$ cat src/rtl/core/date_serial_day_convert_defines.svh
// assertion macros used by the date serial converter rtl
`ifndef DATE_SERIAL_DAY_CONVERT_DEFINES_SVH
`define DATE_SERIAL_DAY_CONVERT_DEFINES_SVH
`ifndef ASSERT_OFF
// property checked on every rising clock edge out of reset
`define DSDC_ASSERT(lbl, clk, rstn, prop) \
    lbl: assert property (@(posedge clk) disable iff (!rstn) (prop)) \
        else $error("dsdc assertion failed");
// condition in one cycle implies outcome in the next
`define DSDC_ASSERT_NEXT(lbl, clk, rstn, cond, nxt) \
    lbl: assert property (@(posedge clk) disable iff (!rstn) (cond) |=> (nxt)) \
        else $error("dsdc assertion failed");
`else
`define DSDC_ASSERT(lbl, clk, rstn, prop)
`define DSDC_ASSERT_NEXT(lbl, clk, rstn, cond, nxt)
`endif
`endif

$ cat src/rtl/core/dsdc_pkg.sv
package dsdc_pkg;

    localparam int OP_W    = 2;
    localparam int YEAR_W  = 12;
    localparam int MONTH_W = 4;
    localparam int DAY_W   = 5;
    localparam int DELTA_W = 18;
    localparam int SER_W   = 17;
    localparam int TOT_W   = 19;
    localparam int YL_W    = 9;
    localparam int MONTHS  = 12;

    localparam logic [OP_W-1:0] OP_D2S = 2'd0;
    localparam logic [OP_W-1:0] OP_ADD = 2'd1;
    localparam logic [OP_W-1:0] OP_S2D = 2'd2;

    localparam logic [DAY_W-1:0] MONTH_DAYS [13] = '{
        5'd0, 5'd31, 5'd28, 5'd31, 5'd30, 5'd31, 5'd30,
        5'd31, 5'd31, 5'd30, 5'd31, 5'd30, 5'd31
    };

    // year residues mod 4, 100 and 400, stepped along with the year
    typedef struct packed {
        logic [1:0] m4;
        logic [6:0] m100;
        logic [8:0] m400;
    } ymod_t;

    typedef struct packed {
        logic [OP_W-1:0]           op;
        logic [YEAR_W-1:0]         year;
        logic [MONTH_W-1:0]        month;
        logic [DAY_W-1:0]          day;
        logic signed [DELTA_W-1:0] delta;
        logic [SER_W-1:0]          serial;
    } req_t;

    typedef struct packed {
        logic [YEAR_W-1:0]  year;
        logic [MONTH_W-1:0] month;
        logic [DAY_W-1:0]   day;
        logic [SER_W-1:0]   serial;
        logic               err;
    } res_t;

    function automatic logic is_leap(input ymod_t m);
        return ((m.m4 == 2'd0) && (m.m100 != 7'd0)) || (m.m400 == 9'd0);
    endfunction

    function automatic logic [DAY_W-1:0] month_len(input logic [MONTH_W-1:0] idx,
                                                   input logic leap);
        logic [MONTH_W-1:0] k;
        k = ((idx >= 4'd1) && (idx <= 4'(MONTHS))) ? idx : 4'(MONTHS);
        return MONTH_DAYS[k] + ((k == 4'd2) ? 5'(leap) : 5'd0);
    endfunction

endpackage

$ cat src/rtl/core/dsdc_cal.sv
module dsdc_cal (
    input  dsdc_pkg::ymod_t                  cur,
    input  logic [dsdc_pkg::MONTH_W-1:0]     month_idx,
    output dsdc_pkg::ymod_t                  inc,
    output dsdc_pkg::ymod_t                  dec,
    output logic [dsdc_pkg::YL_W-1:0]        yl_cur,
    output logic [dsdc_pkg::YL_W-1:0]        yl_dec,
    output logic [dsdc_pkg::DAY_W-1:0]       ml
);

    logic leap_cur;
    logic leap_dec;

    always_comb begin
        inc.m4   = cur.m4 + 2'd1;
        inc.m100 = (cur.m100 == 7'd99)  ? 7'd0 : cur.m100 + 7'd1;
        inc.m400 = (cur.m400 == 9'd399) ? 9'd0 : cur.m400 + 9'd1;
        dec.m4   = cur.m4 - 2'd1;
        dec.m100 = (cur.m100 == 7'd0) ? 7'd99  : cur.m100 - 7'd1;
        dec.m400 = (cur.m400 == 9'd0) ? 9'd399 : cur.m400 - 9'd1;
    end

    assign leap_cur = dsdc_pkg::is_leap(cur);
    assign leap_dec = dsdc_pkg::is_leap(dec);
    assign yl_cur   = 9'd365 + 9'(leap_cur);
    assign yl_dec   = 9'd365 + 9'(leap_dec);
    assign ml       = dsdc_pkg::month_len(month_idx, leap_cur);

endmodule

$ cat src/rtl/core/dsdc_seq.sv
`include "date_serial_day_convert_defines.svh"

module dsdc_seq #(
    parameter int BASE_YEAR = 1900,
    parameter int YEAR_SPAN = 256
) (
    input  logic            aclk,
    input  logic            aresetn,
    input  logic            in_valid,
    output logic            in_ready,
    input  dsdc_pkg::req_t  req,
    output logic            res_valid,
    input  logic            res_ready,
    output dsdc_pkg::res_t  res
);

    localparam int YW_RAW = $clog2(BASE_YEAR + YEAR_SPAN + 1);
    localparam int YW     = (YW_RAW > dsdc_pkg::YEAR_W) ? YW_RAW : dsdc_pkg::YEAR_W;
    localparam int SOY_W  = $clog2(YEAR_SPAN * 366 + 1);
    localparam int TOT_W  = dsdc_pkg::TOT_W;
    localparam int SER_W  = dsdc_pkg::SER_W;

    localparam logic [YW-1:0] Y_LO = YW'(BASE_YEAR);
    localparam logic [YW-1:0] Y_HI = YW'(BASE_YEAR + YEAR_SPAN - 1);
    localparam dsdc_pkg::ymod_t MOD_INIT = '{
        m4:   2'(BASE_YEAR % 4),
        m100: 7'(BASE_YEAR % 100),
        m400: 9'(BASE_YEAR % 400)
    };
    localparam logic signed [TOT_W-1:0] TOT_ONE  = TOT_W'(1);
    localparam logic signed [TOT_W-1:0] TOT_YMAX = TOT_W'(366);

    localparam logic [2:0] S_IDLE  = 3'd0;
    localparam logic [2:0] S_PREP  = 3'd1;
    localparam logic [2:0] S_DIY   = 3'd2;
    localparam logic [2:0] S_WALK  = 3'd3;
    localparam logic [2:0] S_MONTH = 3'd4;
    localparam logic [2:0] S_DONE  = 3'd5;

    logic [2:0]                     state_reg, state_next;
    dsdc_pkg::req_t                 req_reg, req_next;
    logic [YW-1:0]                  year_reg, year_next;
    dsdc_pkg::ymod_t                ymod_reg, ymod_next;
    logic [SOY_W-1:0]               soy_reg, soy_next;
    logic signed [TOT_W-1:0]        total_reg, total_next;
    logic [dsdc_pkg::MONTH_W-1:0]   idx_reg, idx_next;
    logic [SER_W-1:0]               ser_reg, ser_next;
    logic                           err_reg, err_next;

    dsdc_pkg::ymod_t                ymod_inc, ymod_dec;
    logic [dsdc_pkg::YL_W-1:0]      yl_cur, yl_dec;
    logic [dsdc_pkg::DAY_W-1:0]     ml;

    logic signed [TOT_W-1:0]        yl_cur_s, yl_dec_s, ml_s, delta_s;
    logic signed [TOT_W-1:0]        add_op, tot_sum;
    logic [SOY_W:0]                 ser_sum;
    logic [YW-1:0]                  yin_new, yin_reg;
    logic                           in_win, loop_diy, tot_low, tot_over, mon_over;

    dsdc_cal u_cal (
        .cur       (ymod_reg),
        .month_idx (idx_reg),
        .inc       (ymod_inc),
        .dec       (ymod_dec),
        .yl_cur    (yl_cur),
        .yl_dec    (yl_dec),
        .ml        (ml)
    );

    assign yl_cur_s = $signed({{(TOT_W-dsdc_pkg::YL_W){1'b0}}, yl_cur});
    assign yl_dec_s = $signed({{(TOT_W-dsdc_pkg::YL_W){1'b0}}, yl_dec});
    assign ml_s     = $signed({{(TOT_W-dsdc_pkg::DAY_W){1'b0}}, ml});
    assign delta_s  = $signed({{(TOT_W-dsdc_pkg::DELTA_W){req_reg.delta[dsdc_pkg::DELTA_W-1]}},
                               req_reg.delta});

    // the shared day adder: one operand chosen per cycle
    assign tot_sum = total_reg + add_op;
    assign ser_sum = (SOY_W+1)'(soy_reg) + (SOY_W+1)'(total_reg[8:0]);

    assign yin_new  = YW'(req.year);
    assign yin_reg  = YW'(req_reg.year);
    assign in_win   = (yin_new >= Y_LO) && (yin_new <= Y_HI);
    assign loop_diy = (idx_reg < req_reg.month) && (idx_reg <= 4'(dsdc_pkg::MONTHS));
    assign tot_low  = total_reg < TOT_ONE;
    assign tot_over = total_reg > yl_cur_s;
    assign mon_over = (idx_reg < 4'(dsdc_pkg::MONTHS)) && (total_reg > ml_s);

    always_comb begin
        state_next = state_reg;
        req_next   = req_reg;
        year_next  = year_reg;
        ymod_next  = ymod_reg;
        soy_next   = soy_reg;
        total_next = total_reg;
        idx_next   = idx_reg;
        ser_next   = ser_reg;
        err_next   = err_reg;
        add_op     = '0;
        in_ready   = 1'b0;
        res_valid  = 1'b0;
        unique case (state_reg)
            S_IDLE: begin
                in_ready = 1'b1;
                if (in_valid) begin
                    req_next   = req;
                    year_next  = Y_LO;
                    ymod_next  = MOD_INIT;
                    soy_next   = '0;
                    idx_next   = 4'd1;
                    err_next   = 1'b0;
                    total_next = $signed(TOT_W'(req.day));
                    case (req.op) inside
                        dsdc_pkg::OP_D2S, dsdc_pkg::OP_ADD: begin
                            err_next   = !in_win;
                            state_next = in_win ? S_PREP : S_DONE;
                        end
                        dsdc_pkg::OP_S2D: begin
                            total_next = $signed(TOT_W'(req.serial));
                            state_next = S_WALK;
                        end
                        default: state_next = S_DONE;
                    endcase
                end
            end
            // count whole years from the base up to the input year
            S_PREP: begin
                if (year_reg == yin_reg) begin
                    state_next = S_DIY;
                end else begin
                    soy_next  = soy_reg + SOY_W'(yl_cur);
                    year_next = year_reg + 1'b1;
                    ymod_next = ymod_inc;
                end
            end
            // day of year of the input date, one month a cycle; then add the delta or form the serial
            S_DIY: begin
                if (loop_diy) begin
                    add_op     = ml_s;
                    total_next = tot_sum;
                    idx_next   = idx_reg + 1'b1;
                end else if (req_reg.op == dsdc_pkg::OP_ADD) begin
                    add_op     = delta_s;
                    total_next = tot_sum;
                    idx_next   = 4'd1;
                    state_next = S_WALK;
                end else begin
                    ser_next   = (ser_sum == '0) ? SER_W'(1) : SER_W'(ser_sum);
                    state_next = S_DONE;
                end
            end
            S_WALK: begin
                if (tot_low) begin
                    if (year_reg == Y_LO) begin
                        err_next   = 1'b1;
                        state_next = S_DONE;
                    end else begin
                        add_op     = yl_dec_s;
                        total_next = tot_sum;
                        soy_next   = soy_reg - SOY_W'(yl_dec);
                        year_next  = year_reg - 1'b1;
                        ymod_next  = ymod_dec;
                    end
                end else if (tot_over) begin
                    if (year_reg == Y_HI) begin
                        err_next   = 1'b1;
                        state_next = S_DONE;
                    end else begin
                        add_op     = -yl_cur_s;
                        total_next = tot_sum;
                        soy_next   = soy_reg + SOY_W'(yl_cur);
                        year_next  = year_reg + 1'b1;
                        ymod_next  = ymod_inc;
                    end
                end else begin
                    // total is now the day of year of the result
                    ser_next   = SER_W'(ser_sum);
                    idx_next   = 4'd1;
                    state_next = S_MONTH;
                end
            end
            S_MONTH: begin
                if (mon_over) begin
                    add_op     = -ml_s;
                    total_next = tot_sum;
                    idx_next   = idx_reg + 1'b1;
                end else begin
                    state_next = S_DONE;
                end
            end
            S_DONE: begin
                res_valid = 1'b1;
                if (res_ready) begin
                    state_next = S_IDLE;
                end
            end
            default: state_next = S_IDLE;
        endcase
    end

    always_comb begin
        res = '0;
        if (err_reg) begin
            res.year  = req_reg.year;
            res.month = req_reg.month;
            res.day   = req_reg.day;
            res.err   = 1'b1;
        end else begin
            unique case (req_reg.op)
                dsdc_pkg::OP_D2S: begin
                    res.year   = req_reg.year;
                    res.month  = req_reg.month;
                    res.day    = req_reg.day;
                    res.serial = ser_reg;
                end
                dsdc_pkg::OP_ADD: begin
                    res.year   = year_reg[dsdc_pkg::YEAR_W-1:0];
                    res.month  = idx_reg;
                    res.day    = total_reg[dsdc_pkg::DAY_W-1:0];
                    res.serial = ser_reg;
                end
                dsdc_pkg::OP_S2D: begin
                    res.year   = year_reg[dsdc_pkg::YEAR_W-1:0];
                    res.month  = idx_reg;
                    res.day    = total_reg[dsdc_pkg::DAY_W-1:0];
                    res.serial = req_reg.serial;
                end
                default: res = '0;
            endcase
        end
    end

    always_ff @(posedge aclk) begin
        if (!aresetn) begin
            state_reg <= S_IDLE;
        end else begin
            state_reg <= state_next;
        end
    end

    always_ff @(posedge aclk) begin
        req_reg   <= req_next;
        year_reg  <= year_next;
        ymod_reg  <= ymod_next;
        soy_reg   <= soy_next;
        total_reg <= total_next;
        idx_reg   <= idx_next;
        ser_reg   <= ser_next;
        err_reg   <= err_next;
    end

    `DSDC_ASSERT(a_year_in_window, aclk, aresetn, (state_reg != S_IDLE) |-> ((year_reg >= Y_LO) && (year_reg <= Y_HI)))
    `DSDC_ASSERT(a_mod4_tracks_year, aclk, aresetn, (state_reg != S_IDLE) |-> (ymod_reg.m4 == year_reg[1:0]))
    `DSDC_ASSERT(a_month_walk_day, aclk, aresetn, (state_reg == S_MONTH) |-> ((total_reg >= TOT_ONE) && (total_reg <= TOT_YMAX) && (idx_reg >= 4'd1) && (idx_reg <= 4'(dsdc_pkg::MONTHS))))
    `DSDC_ASSERT(a_prep_below_input, aclk, aresetn, (state_reg == S_PREP) |-> (year_reg <= yin_reg))
    `DSDC_ASSERT_NEXT(a_done_holds, aclk, aresetn, (state_reg == S_DONE) && !res_ready, state_reg == S_DONE)

endmodule

$ cat src/rtl/core/date_serial_day_convert.sv
// the sequencer steps Y years (up to in_year - BASE_YEAR, then up to YEAR_SPAN - 1 more)
// and M months (up to 23) between accept and result
// throughput: one item per conversion, the next accepted in the cycle after the result leaves
// the sequencer; the year and month walk through the shared day adder, one step a cycle,
// sets how long a conversion takes
// reset: synchronous active-low aresetn clears the sequencer and the output valid
module date_serial_day_convert #(
    parameter int BASE_YEAR = 1900,
    parameter int YEAR_SPAN = 256
) (
    input  logic        aclk,
    input  logic        aresetn,
    input  logic        s_axis_tvalid,
    output logic        s_axis_tready,
    // in_year[11:0], in_month[15:12], in_day[20:16], day_delta[38:21], serial_in[55:39]
    input  logic [55:0] s_axis_tdata,
    // op[1:0]
    input  logic [1:0]  s_axis_tuser,
    output logic        m_axis_tvalid,
    input  logic        m_axis_tready,
    // res_year[11:0], res_month[15:12], res_day[20:16], serial_out[37:21], zero[39:38]
    output logic [39:0] m_axis_tdata,
    // range_error[0]
    output logic        m_axis_tuser
);

    dsdc_pkg::req_t req;
    dsdc_pkg::res_t res;
    dsdc_pkg::res_t m_res_reg;
    logic           m_valid_reg;
    logic           res_valid;
    logic           res_ready;

    assign req.op     = s_axis_tuser;
    assign req.year   = s_axis_tdata[11:0];
    assign req.month  = s_axis_tdata[15:12];
    assign req.day    = s_axis_tdata[20:16];
    assign req.delta  = s_axis_tdata[38:21];
    assign req.serial = s_axis_tdata[55:39];

    dsdc_seq #(
        .BASE_YEAR (BASE_YEAR),
        .YEAR_SPAN (YEAR_SPAN)
    ) u_seq (
        .aclk      (aclk),
        .aresetn   (aresetn),
        .in_valid  (s_axis_tvalid),
        .in_ready  (s_axis_tready),
        .req       (req),
        .res_valid (res_valid),
        .res_ready (res_ready),
        .res       (res)
    );

    // output slot frees the sequencer as soon as it is empty or being drained
    assign res_ready = !m_valid_reg || m_axis_tready;

    always_ff @(posedge aclk) begin
        if (!aresetn) begin
            m_valid_reg <= 1'b0;
        end else if (res_ready) begin
            m_valid_reg <= res_valid;
        end
    end

    always_ff @(posedge aclk) begin
        if (res_ready && res_valid) begin
            m_res_reg <= res;
        end
    end

    assign m_axis_tvalid = m_valid_reg;
    assign m_axis_tdata  = {2'b00, m_res_reg.serial, m_res_reg.day,
                            m_res_reg.month, m_res_reg.year};
    assign m_axis_tuser  = m_res_reg.err;

endmodule
$ cat config.mk
export PLATFORM = sky130hd
export DESIGN_NAME = date_serial_day_convert
export DESIGN_NICKNAME = d
export VERILOG_FILES = /design/src/rtl/core/dsdc_pkg.sv /design/src/rtl/core/dsdc_cal.sv /design/src/rtl/core/dsdc_seq.sv /design/src/rtl/core/date_serial_day_convert.sv
export VERILOG_INCLUDE_DIRS = /design/src /design/src/rtl/core
export SDC_FILE = /design/constraint.sdc
export NUM_CORES = 1
export LEC_CHECK = 0
export BUFFER_PORTS_ARGS = -buffer_cell sky130_fd_sc_hd__buf_2
export CELL_PAD_IN_SITES_DETAIL_PLACEMENT = 1
export CELL_PAD_IN_SITES_GLOBAL_PLACEMENT = 2
export CORE_ASPECT_RATIO = 1.25
export CORE_MARGIN = 1
export CORE_UTILIZATION = 40
export CTS_CLUSTER_SIZE = 28
export DETAILED_ROUTE_END_ITERATION = 10
export PLACE_DENSITY_LB_ADDON = 0.05
export SETUP_SLACK_MARGIN = 0.2
export SLEW_MARGIN = 20
export SYNTH_ARGS = -nofsm -noshare
export SYNTH_HDL_FRONTEND = slang
export SYNTH_SLANG_ARGS = --single-unit
$ cat constraint.sdc
create_clock -name aclk -period 21.4 [get_ports aclk]
set_input_delay 1.07 -clock aclk [delete_from_list [all_inputs] [get_ports aclk]]
set_output_delay 1.07 -clock aclk [all_outputs]
set_load 0.01 [all_outputs]
==> summary.txt <==
Setup path
  – Slowest stage delay, CP: between 0.8 and 0.9 ns
  – FF-to-FF path depth: 25
  – Slowest-stage cell, CP: a2111oi_0
  – Critical path type: flip-flop to flip-flop
  – R2r endpoint: u_seq.total_reg[17]
  – CP max FO: 10
  – Worst setup SP type: flip-flop
  – Critical path data arrival time: approximately 8.0 ns
  – Worst reg2reg setup slack: 13.61 ns
  – Most common cell on crit path: ha_1
  – Start of the worst register-to-register path: u_seq.ymod_reg[4]
  – Crit path capture type: flip-flop
  – Critical Path RT: between 20 and 25 ns

Flow run
  – Max-cap violations: 0

Global route
  – Tot GR Track Use: 23.4%
  – Total gr overflow: 0
  – Initial antenna violation count: 0
  – Vias in the first global route: 9646
  – Largest net degree at the start of global routing: 48
  – First-pass GRT wire length: 53.3 mm

STA
  – Worst setup margin: 13.61 ns
  – Fmax: approximately 130 MHz
  – Max transition margin: a little under a third
  – Total negative slack: 0 ns
  – Fin. Hold Viols: 0
  – RSZ-0062 raised after global routing: no
  – Actual transition at the worst max-transition pin: 1.02 ns
  – Tmin final: 7.79 ns
  – Final Setup Violations: 0
  – Slew Limit Fails: 0
  – Period utilisation layout: between 30% and 40%
  – Fin Clk Skew: 0.0114 ns

Pwr
  – Leak: 5.05 nW
  – Total Power: 1.99 mW
  – VDD IR max: slightly above 0.07 mV
  – Pwr/cell area: 153 nW/µm²

Floorplanning
  – Die span in y: 193 µm
  – Core Footprint: between 20000 and 30000 µm²
  – Starting Density: approximately two fifths
  – Rows: 69
  – Die Width: 155 µm
  – Die ar.: 29800 µm²
  – Io pins: approximately 110

Detailed routing
  – DR WL/cell: slightly above 20 µm
  – Routed vias: 9239
  – Via density: 5.58
  – Routed WL: 33.4 mm
  – Post-route ant nets: 0
  – Initial DRC Count: 451
  – DRC violations left: 0
  – Pre-antenna DRT Iters: 5

Clock tree
  – Post CTS Setup Buffer Count: 0
  – CTS tree: done
  – Hold-fix buffers, CTS: 0
  – Clk slew on worst S/H paths: around 0.08 ns
  – Root Buffer: clkbuf_16
  – Cts bufs inserted: 17
  – Longest Clk Path Bufs: 2
  – CTS resizes: 0
  – Worst-Skew Late Latency: ~0.45 ns
  – Clk sinks: 189
  – H-tree depth: 4

Cells and area
  – Layout cells sized above 1: 13.6%
  – Max reg flops: 38
  – Diodes inserted: 0
  – Util after Layout: approximately 46%
  – Area Overhead vs Synth: 12.1%
  – Nets: 1381
  – Most frequent cells in the layout: edfxtp_1 (185), nand2_1 (135), nor2_1 (112), buf_2 (102), a21oi_1 (82)
  – Commonest non-fill, non-tap cell in the layout: edfxtp_1
  – Fill count: between 3000 and 4000

Placement
  – Routability cong.: 0.868
  – Placement Setup Slack: 13.70 ns
  – Port bufs: 102
  – Dpl hpwl: 24.4 mm

Yosys
  – Synth top area share: 47.7%
  – Top_reg_cell synth: edfxtp_1
  – Synth warn: 0
  – Synth unique cells: 78
  – Async set-or-reset flop fraction in the synthesized netlist: 0%
  – Synth top area cells: edfxtp_1 (48%), ha_1 (6.6%), nand2_1 (4.3%)
  – Sequential share of the synthesized area: 48.4%
  – Number of synthesized flops with an enable pin: between 150 and 200
  – #FFs+latches synth: 189
  – Mapped Cells: 1177
  – Syn Std Cell Area: around 12000 µm²
  – Avg Cell Area, Syn: between 9 and 10 µm²
  – Yosys top cell by area: edfxtp_1

Hold path
  – Hold path start: m_axis_tvalid
  – Hold Crit Class: flip-flop to flip-flop
  – Hold EP: m_axis_tvalid
  – Hold Path Depth: 2

Status
  – Outcome: complete, no violations
==> routing by layer <==
metal  up-vias  part of all wire, %  GRT usage, %
met4         0                  1.7          6.70
met2       145                   51          42.4
met1      4596                   44          28.7
met5         -                    0             0
met3        37                  3.0          3.55
li1       4461                    -             -
==> logic make-up after synthesis <==
| group | after synthesis | synth area share (%) |
|---|---|---|
| flip-flops | 189 | 48.4 |
| XOR/XNOR | 71 | 5.34 |
| buffers and inverters | 108 | 3.78 |
| AND/OR/NAND/NOR | 425 | 17.3 |
| other | 1 | 0.0322 |
| AO/OA/AOI/OAI | 302 | 16.6 |
| adder cells (fa/ha/maj) | 65 | 7.24 |
| multiplexers | 16 | 1.40 |
==> stage by stage <==
step,cells,cell area (µm²),hold slack [ns]
detailed placement,1625,12600,0.529
floorplan,1178,11700,0.424
global route,1655,13100,0.574
CTS,1655,13100,0.544
finish,1655,13100,0.534
global placement,1625,12600,0.511
==> synthesized netlist by cell type (11+ instances only) <==
library cell and n:
a21o_1 18, a21oi_1 83, a31oi_1 13, and3_1 16, clkbuf_1 51, edfxtp_1 185
ha_1 61, inv_1 46, mux2i_1 14, nand2_1 135, nand2b_1 12, nand3_1 41
nand4_1 11, nor2_1 113, nor2b_1 24, nor3_1 24, o21ai_0 76, xnor2_1 45
xor2_1 26
==> worst max-delay path: cells and delay by family, from the launching register on <==
kind | cells | cell delay (ns)
xor+xnor | 1 | 0.14
flops | 1 | 0.52
fa+ha+maj | 5 | 1.22
simple gates | 6 | 2.08
buf+inv | 2 | 0.21
compound gates | 11 | 3.34
==> power breakdown <==
group	total (mW)	leakage (nW)	internal (mW)	switching, mW
registers	0.762	1.79	0.606	0.156
logic	0.939	3.02	0.354	0.585
clock network	0.292	0.238	0.147	0.146
==> how the worst max path moves through the flow <==
stage / startpoint / to / cells after the start / slack (ns)
final: u_seq.ymod_reg[4] / u_seq.total_reg[17] / 25 / 13.61
after global routing: u_seq.ymod_reg[4] / u_seq.total_reg[17] / 25 / 13.10
after CTS: u_seq.ymod_reg[4] / u_seq.total_reg[17] / 25 / 13.68
after detailed placement: u_seq.ymod_reg[4] / u_seq.total_reg[17] / 25 / 13.70
after global placement: u_seq.ymod_reg[4] / u_seq.total_reg[17] / 25 / 13.83
after floorplan: u_seq.ymod_reg[4] / u_seq.soy_reg[0] / 14 / 14.16
==> area by class of cell <==
class | count | area (µm²) | area share, %
Clock buffer | 19 | 433 | 3.32
Clock inverter | 11 | 73.8 | 0.565
Inverter | 47 | 176 | 1.35
Multi-Input combinational cell | 881 | 5620 | 43.0
Sequential cell | 189 | 5640 | 43.2
Tap cell | 390 | 488 | 3.74
Timing Repair Buffer | 118 | 631 | 4.83
Power figures use the tool's default switching activity.
